## config.mk

```make
export PLATFORM = sky130hd
export DESIGN_NAME = tritan_color_sim
export DESIGN_NICKNAME = d
export VERILOG_FILES = /design/src/hw/rtl/tcs_pkg.sv /design/src/hw/rtl/tritan_color_sim.sv
export VERILOG_INCLUDE_DIRS = /design/src /design/src/hw/rtl
export SDC_FILE = /design/constraint.sdc
export NUM_CORES = 2
export LEC_CHECK = 0
export ABC_AREA = 1
export BUFFER_PORTS_ARGS = -buffer_cell sky130_fd_sc_hd__clkbuf_2
export CORE_AREA = 4 4 358 448
export CTS_CLUSTER_DIAMETER = 30
export DETAILED_ROUTE_END_ITERATION = 16
export DIE_AREA = 0 0 362 452
export PLACE_DENSITY = 0.48
export SYNTH_ARGS = -nofsm -noshare
export SYNTH_HDL_FRONTEND = slang
export SYNTH_SLANG_ARGS = --single-unit
```

## constraint.sdc

```tcl
create_clock -name i_clk -period 5.8 [get_ports i_clk]
set_clock_uncertainty 0.1 [all_clocks]
set_input_delay 0.58 -clock i_clk [delete_from_list [all_inputs] [get_ports i_clk]]
set_output_delay 0.58 -clock i_clk [all_outputs]
set_load 0.05 [all_outputs]
```

## src/hw/rtl/assert_macros.svh

```systemverilog
// Assertion macros shared by the RTL of the tritan color simulation block.
// Depends on nothing; included by every module that carries assertions.
`ifndef ASSERT_MACROS_SVH
`define ASSERT_MACROS_SVH

`ifndef ASSERT_OFF
// Clocked check that is ignored while reset is asserted.
`define ASSERT_SYNC(lbl, clk, rstn, prop) \
    lbl: assert property (@(posedge clk) disable iff (!(rstn)) prop) \
        else $error("assertion failed");
// Clocked check that also holds during reset.
`define ASSERT_ALWAYS(lbl, clk, prop) \
    lbl: assert property (@(posedge clk) prop) \
        else $error("assertion failed");
`else
`define ASSERT_SYNC(lbl, clk, rstn, prop)
`define ASSERT_ALWAYS(lbl, clk, prop)
`endif

`endif

```

## src/hw/rtl/tcs_pkg.sv

```systemverilog
// Constants and helpers for the tritan color simulation block.
// Depends on nothing; imported by tritan_color_sim.
package tcs_pkg;

    localparam int        COEF_FRAC_BITS_DEF = 16;
    localparam longint    DEC_SCALE          = 100000000;
    localparam int        CHAN_W             = 8;
    localparam int        CHAN_MAX           = 255;

    // Coefficients in units of 1e-8.
    localparam longint SEL_SQLE_DEC [3] = '{999000, 6647390, 73170000};
    localparam longint SEL_SELQ_DEC [3] = '{15338400, 31662400, 5713400};

    localparam longint MAT_575_DEC [9] = '{
        42633100, 87510200, 8012710,
        28110000, 57119500, -3926270,
        -1770520, 2700840, 100247000
    };

    localparam longint MAT_475_DEC [9] = '{
        75810000, 145387000, -148060000,
        11853200, 28759500, 72550100,
        -746579, 4487110, 95430300
    };

    // Decimal coefficient to fixed point, rounded half away from zero.
    function automatic longint to_fixed(longint c, int frac);
        longint m;
        longint q;
        m = (c < 0) ? -c : c;
        q = ((m <<< frac) + DEC_SCALE / 2) / DEC_SCALE;
        return (c < 0) ? -q : q;
    endfunction

endpackage

```

## src/hw/rtl/tritan_color_sim.sv

```systemverilog
// Top level of the tritan color simulation block: a four stage pipeline.
// Depends on tcs_pkg and assert_macros.svh.
//
// Each beat carries one RGB color and yields exactly one simulated color one
// to one after four register stages, and the block takes one beat per
// cycle when the output side is ready. Stage one
// forms the two selector sums, stage two picks the half-plane, stage three
// multiplies the channels by the chosen matrix and stage four sums, rounds
// half up and saturates each channel into the output register. Each stage
// holds its beat while the stage after it is full and stalled.
`include "assert_macros.svh"

module tritan_color_sim
    import tcs_pkg::*;
#(
    parameter int COEF_FRAC_BITS = COEF_FRAC_BITS_DEF
) (
    input  logic        i_clk,
    input  logic        i_rst_n,
    input  logic        s_axis_tvalid,
    output logic        s_axis_tready,
    input  logic [23:0] s_axis_tdata,  // in_red [7:0], in_green [15:8], in_blue [23:16]
    output logic        m_axis_tvalid,
    input  logic        m_axis_tready,
    output logic [23:0] m_axis_tdata,  // out_red [7:0], out_green [15:8], out_blue [23:16]
    output logic [0:0]  m_axis_tuser   // plane_used [0]
);

    localparam int COEF_W = COEF_FRAC_BITS + 2;
    localparam int PROD_W = COEF_W + CHAN_W + 1;
    localparam int ACC_W  = PROD_W + 2;

    typedef logic [CHAN_W-1:0]        t_chan;
    typedef logic signed [PROD_W-1:0] t_prod;
    typedef logic signed [ACC_W-1:0]  t_acc;

    logic rdy1, rdy2, rdy3, rdy4;

    logic  r_v1, r_v2, r_v3, r_v4;
    t_chan r_ch1 [3];
    t_chan r_ch2 [3];
    t_acc  r_sqle, r_selq;
    logic  r_plane2, r_plane3, r_plane4;
    t_prod r_prod3 [9];
    t_chan r_out4 [3];

    t_acc  n_sqle, n_selq;
    t_prod n_prod [9];
    t_chan n_out [3];

    assign rdy4 = !r_v4 || m_axis_tready;
    assign rdy3 = !r_v3 || rdy4;
    assign rdy2 = !r_v2 || rdy3;
    assign rdy1 = !r_v1 || rdy2;
    assign s_axis_tready = rdy1;

    always_comb begin
        t_prod c_sqle, c_selq, chv;
        n_sqle = '0;
        n_selq = '0;
        for (int k = 0; k < 3; k++) begin
            chv    = PROD_W'({1'b0, s_axis_tdata[k*CHAN_W +: CHAN_W]});
            c_sqle = PROD_W'(to_fixed(SEL_SQLE_DEC[k], COEF_FRAC_BITS));
            c_selq = PROD_W'(to_fixed(SEL_SELQ_DEC[k], COEF_FRAC_BITS));
            n_sqle = n_sqle + ACC_W'(c_sqle * chv);
            n_selq = n_selq + ACC_W'(c_selq * chv);
        end
    end

    always_comb begin
        t_prod coef, chv;
        for (int i = 0; i < 9; i++) begin
            if (r_plane2) begin
                coef = PROD_W'(to_fixed(MAT_475_DEC[i], COEF_FRAC_BITS));
            end else begin
                coef = PROD_W'(to_fixed(MAT_575_DEC[i], COEF_FRAC_BITS));
            end
            chv       = PROD_W'({1'b0, r_ch2[i%3]});
            n_prod[i] = coef * chv;
        end
    end

    always_comb begin
        t_acc sum;
        t_acc val;
        for (int r = 0; r < 3; r++) begin
            sum = ACC_W'(r_prod3[r*3]) + ACC_W'(r_prod3[r*3+1]) + ACC_W'(r_prod3[r*3+2])
                + (t_acc'(1) <<< (COEF_FRAC_BITS - 1));
            val = sum >>> COEF_FRAC_BITS;
            if (sum[ACC_W-1]) begin
                n_out[r] = '0;
            end else if (val > t_acc'(CHAN_MAX)) begin
                n_out[r] = t_chan'(CHAN_MAX);
            end else begin
                n_out[r] = val[CHAN_W-1:0];
            end
        end
    end

    always_ff @(posedge i_clk) begin
        if (!i_rst_n) begin
            r_v1 <= 1'b0;
            r_v2 <= 1'b0;
            r_v3 <= 1'b0;
            r_v4 <= 1'b0;
        end else begin
            if (rdy1) r_v1 <= s_axis_tvalid;
            if (rdy2) r_v2 <= r_v1;
            if (rdy3) r_v3 <= r_v2;
            if (rdy4) r_v4 <= r_v3;
        end
    end

    always_ff @(posedge i_clk) begin
        if (rdy1 && s_axis_tvalid) begin
            for (int k = 0; k < 3; k++) begin
                r_ch1[k] <= s_axis_tdata[k*CHAN_W +: CHAN_W];
            end
            r_sqle <= n_sqle;
            r_selq <= n_selq;
        end
        if (rdy2 && r_v1) begin
            r_ch2    <= r_ch1;
            r_plane2 <= !(r_sqle < r_selq);
        end
        if (rdy3 && r_v2) begin
            r_prod3  <= n_prod;
            r_plane3 <= r_plane2;
        end
        if (rdy4 && r_v3) begin
            r_out4   <= n_out;
            r_plane4 <= r_plane3;
        end
    end

    assign m_axis_tvalid   = r_v4;
    assign m_axis_tdata    = {r_out4[2], r_out4[1], r_out4[0]};
    assign m_axis_tuser[0] = r_plane4;

    `ASSERT_SYNC(a_full_when_blocked, i_clk, i_rst_n,
        !s_axis_tready |-> (r_v1 && r_v2 && r_v3 && r_v4))
    `ASSERT_SYNC(a_accept_fills_stage1, i_clk, i_rst_n,
        (s_axis_tvalid && s_axis_tready) |=> r_v1)
    `ASSERT_SYNC(a_plane_decision, i_clk, i_rst_n,
        (r_v1 && rdy2) |=> (r_v2 && (r_plane2 == $past(r_sqle >= r_selq))))
    `ASSERT_ALWAYS(a_empty_after_reset, i_clk,
        !i_rst_n |=> !m_axis_tvalid)

endmodule
```

Yosys cells after proc, flatten, opt, wreduce, memory -nomap -nowiden
Cells that the tools add are included.
- $add $sub $neg: 13
- multipliers: 15
- divide/modulo/power cells: 0
- order comparisons: 4
- equal/unequal tests: 0
- shift operators: 0
- multiplexer cells: 12
- bitwise gates (word level): 0
- reductions and logical operators: 13
- operator list (operator ; number):
    $mul A27 B9 Y27 ; 9
    $add A28 B27 Y29 ; 3
    $add A29 B17 Y29 const B ; 3
    $add A27 B27 Y28 ; 3
    $mux W27 ; 2
    $gt A13 B9 Y1 const B ; 3
    $mux W17 ; 2
    $mux W16 ; 2
    $lt A29 B29 Y1 ; 1
    $add A22 B24 Y25 ; 1
    $add A24 B20 Y25 ; 1
    $add A22 B23 Y24 ; 1
    $mul A16 B8 Y24 const A ; 1
    $mux W8 ; 3
    $add A18 B21 Y22 ; 1
    $mul A14 B8 Y22 const A ; 1
    $mul A12 B8 Y20 const A ; 1
    $mul A11 B8 Y19 const A ; 1
    $mul A10 B8 Y18 const A ; 1
    $mul A7 B8 Y15 const A ; 1
    $mux W15 ; 1
    $mux W12 ; 1
    $mux W11 ; 1
    $logic_not A1 Y1 ; 5
    2 further kinds ; 8
- flip-flop bits (word level): 380
- latch bits: 0
- bits in writable memories: 0
- ROM bits: 0
- input port bits: 28
- output and inout port bits: 27
- logic and storage cells: 84
- memories: 0

Logic depth before layout (Yosys ltp)
- depth in word-level cells: 6
- gate-level depth with buffers: 27
- depth with buffers taken out: 27

Least setup slack after synthesis
Ideal clock, no wire load.
- path kind: input port to flip-flop
- start point: input m_axis_tready
- end point: register r_plane3 (enable)
- setup time: 0.579 ns
- data arrival time: 5.207 ns
- required time: 5.121 ns
- slack: -0.087 ns
- cell stages on the path: 6
- path buffers: 0
- path through: nor2_1 -> inv_1 -> nor2_1 -> inv_1 -> nand2_1 -> inv_1
- cells in the longest elaborated chain, start to end: 3
- ends and longest elaborated chain (element ; line ; source):
    from (decl) ; tritan_color_sim.sv:24 ; input logic m_axis_tready,
    $logic_or A1 B1 Y1 ; tritan_color_sim.sv:51 ; assign rdy4 = !r_v4 || m_axis_tready;
    $logic_or A1 B1 Y1 ; tritan_color_sim.sv:52 ; assign rdy3 = !r_v3 || rdy4;
    $logic_and A1 B1 Y1 ; tritan_color_sim.sv:126 ; if (rdy3 && r_v2) begin
    to (signal assigned) ; tritan_color_sim.sv:128 ; r_plane3 <= r_plane2;
    to (decl) ; tritan_color_sim.sv:43 ; logic r_plane2, r_plane3, r_plane4;
Every way passes these cells.
A chain may end at the register's enable or synchronous reset.

Worst setup path after layout
- start point: input s_axis_tdata[18]
- end point: register r_sqle[24], data pin
- cells in the longest elaborated chain, start to end: 2
- ends and longest elaborated chain (element ; line ; source):
    from (decl) ; tritan_color_sim.sv:22 ; input logic [23:0] s_axis_tdata,
    $mul A16 B8 Y24 ; tritan_color_sim.sv:65 ; n_sqle = n_sqle + ACC_W'(c_sqle * chv);
    $add A22 B24 Y25 ; tritan_color_sim.sv:65 ;
    via n_sqle[24] ; tritan_color_sim.sv:47 ; t_acc n_sqle, n_selq;
    to (signal assigned) ; tritan_color_sim.sv:119 ; r_sqle <= n_sqle;
    to (decl) ; tritan_color_sim.sv:42 ; t_acc r_sqle, r_selq;
The timed path passes the listed nets, and every way through them passes these cells.

==> summary.txt <==
Outcome
  • Status: complete, no violations

Logic synthesis
  • Sequential area share after synthesis: 0.194
  • Synth area leaders: fa_1 (26%), ha_1 (23%), edfxtp_1 (19%), inv_1 (9.5%), nand2_1 (5.9%)
  • Most common cell in the synthesized netlist: inv_1
  • Post-Syn Area per Cell: 9.27 um2
  • Share of synthesized flip-flops with an asynchronous set or reset: 0
  • Yosys top cell area share: 0.257
  • Top post-synthesis cells by count: inv_1 (1379), ha_1 (984), nand2_1 (850), fa_1 (698)
  • #FFs+latches synth: 352
  • Distinct cells, synth: 50
  • Mapped cell area: 54400 um2
  • Post-Syn Instances: between 5000 and 6000
  • Synth area leader: fa_1
  • Synth Flop Type: edfxtp_1
  • Synth warn: 0
  • Post-synth EDFFs: 348

Timing
  • Endpoints failing setup: 0
  • Final WS setup: 0.251 ns
  • Max Slew Vio Count: 0
  • Slew at the pin closest to its max-slew limit: around 1.1 ns
  • Final worst path period share: 0.957
  • Final Hold Violating Endpoints: 0
  • Rel. slew slack: 0.284
  • Fmax: roughly 180 MHz
  • RSZ-0062 raised after global routing: false
  • Period minus WS final: around 5.5 ns

Setup path
  • Buf/Inv on CP: 8
  • Cell family with most CP delay: adder cells
  • CP Capture Type: flip-flop
  • Critical Path AT: 5.88 ns
  • CP Depth: 23
  • Critical Path Start Type: input port
  • R2R cell count: 18
  • R2r startpoint: r_ch2[12]
  • Setup crit start: s_axis_tdata[18]
  • Crit path to: r_sqle[24]
  • Crit-path cells: clkbuf_2, inv_1, buf_4, fa_1, inv_1, fa_1, fa_1, fa_1, fa_1, inv_1, fa_1, inv_1, ha_1, nand2_1, nor2_1, nand4_1, o21ai_1, a21oi_1, inv_1, nand2_1, buf_4, nand4_1, nand2_1
  • Reg2Reg Capture Point: r_prod3[125]
  • Top cell by count, worst path: fa_1
  • Critical path fanouts, max: 4
  • Largest stage delay on the critical path: 0.62 ns
  • R2R Setup Slk: 0.29 ns
  • Worst EP required: a little over 6 ns
  • Slowest-stage cell, CP: fa_1
  • Crit Path Category: input port to flip-flop

Drt
  • DR vias: 39897
  • Final WL: 163000 um
  • Drt first pass iters: 8
  • Routed WL per cell: 19.2 um
  • Remaining antenna violation count: 0
  • Via density: 4.70
  • DR iter-0 viols: 1716
  • DRC errors left: 0

Place
  • Post-DP HPWL: 145000 um
  • Final Wtd Congestion: ~0.9
  • # port buffers: 54
  • DP Cell Count: 8339
  • Pre-CTS setup slack: -0.434 ns

Final layout
  • Layout cells sized above 1: 0.0899
  • Post-synthesis to final-layout area growth: 15.4%
  • Util after Layout: 0.403
  • Fill cell count: 15569
  • Nets: 8082
  • Final cell count without fillers: 8488

Hold path
  • Hold WC Path Type: input port to flip-flop

Clock network
  • H-tree levels: 3
  • Clk sinks: 352
  • Clk root buf: clkbuf_16
  • CTS tree: done
  • Post-CTS Setup Bufs: 0
  • Buffer depth of the longest clock path: 3
  • Clock-pin transition on the worst setup and hold timing paths: 0.04 ns
  • Cts bufs inserted: 81
  • Worst-Skew Late Latency: 0.68 ns

Die
  • Chip height: roughly 450 um
  • Row Count: 162
  • Chip width: 362 um
  • I/O pins: 55
  • Die ar.: 164000 um2
  • Core area: between 150000 and 200000 um2
  • Initial core utilization: 0.349

Global routing
  • Pin count of the biggest net entering global routing: 160
  • Initial antenna violation count: 2
  • Gr usage total: 0.203
  • First-pass GRT wire length: about 250000 um
  • Overflow after GRT: 0
  • Vias in the first global route: ~43000

Job
  • Max Cap Viol: 0
[worst register-to-register path: cells and delay by family (launching register included)]
kind	cells	cell delay, ns
xor+xnor	1	0.46
flops	1	0.67
simple gates	3	0.71
buf+inv	5	0.73
fa+ha+maj	5	2.02
compound gates	4	0.73
[logic make-up (layout without fill, tap and decap cells)]
kind of cell | Yosys count | in the layout | synth area share
DFF | 352 | 352 | 0.194
buffers and inverters | 1409 | 1914 | 0.0973
other | 2 | 68 | 0.000138
adders and majority gates | 1682 | 1682 | 0.483
xor gates and xnor gates | 264 | 264 | 0.0425
AOI/OAI and AO/OA | 683 | 683 | 0.0700
and+or+nand+nor | 1475 | 1475 | 0.113
[registers in the layout (all words and copies together), names as in the netlist]
signal and cells:
r_sqle 24, r_prod3 227, r_selq 22, r_ch1 24, r_v2 1, r_plane2 1
r_v1 1, m_axis_tvalid 1, m_axis_tuser 1, m_axis_tdata 24, r_v3 1, r_ch2 24
r_plane3 1
[layout by cell type, fill, tap and decap left out, types with 82 or more instances in the layout]
cell / netlist / layout
ha_1: 984 / 984
fa_1: 698 / 698
xnor2_1: 92 / 92
o21ai_0: 156 / 156
nand2_1: 850 / 850
nor2_1: 301 / 298
clkbuf_16: 0 / 82
buf_4: 0 / 323
edfxtp_1: 348 / 348
nand3_1: 171 / 171
inv_1: 1379 / 1378
a21oi_1: 348 / 348
xor2_1: 172 / 172
[layer usage]
layer	wire, um	GRT usage
met1	66500	0.239
met2	87200	0.388
met3	3950	0.0184
met4	5230	0.0656
met5	0	0
[what timing repair did]
| action | CTS | global route |
|---|---|---|
| gates resized for setup | 0 | 1 |
| endpoints found under the hold margin | 0 | 0 |
| setup endpoints to repair | 0 | 1 |
| hold buffers | 0 | 0 |
[layout make-up]
cell class,count,area [um2],share of cell area
Sequential cell,352,10500,0.168
Antenna cell,1,2.50,0.0000399
Inverter,1386,5210,0.0830
Multi-Input combinational cell,4171,38800,0.619
Clock buffer,90,2080,0.0332
Clock inverter,58,781,0.0124
Tap cell,2050,2560,0.0409
Timing Repair Buffer,380,2760,0.0439
[worst min-delay path by stage]
| stage | from | to | slack, ns | cells after the start |
|---|---|---|---|---|
| final | i_rst_n | r_v1 | 0.13 | 3 |
| after global routing | i_rst_n | r_v1 | 0.13 | 3 |
| after CTS | i_rst_n | r_v1 | 0.07 | 3 |
| after detailed placement | r_ch1[15] | r_ch2[15] | 0.31 | 0 |
| after global placement | r_ch1[22] | r_ch2[22] | 0.30 | 0 |
| after floorplan | r_plane3 | m_axis_tuser | 0.30 | 0 |
[per-stage QoR]
step	instance area (um2)	hold WS [ns]	TNS, ns
2_1_floorplan	54600	0.300	0
3_3_place_gp	59900	0.303	-3.44
3_5_place_dp	59900	0.307	-3.31
4_1_cts	62800	0.0676	0
5_1_grt	62800	0.128	0
6_report	62800	0.127	0
Power is left out: the tool's default activity adds up to more than one toggle a clock period on the data nets, which glitch-free logic cannot reach.
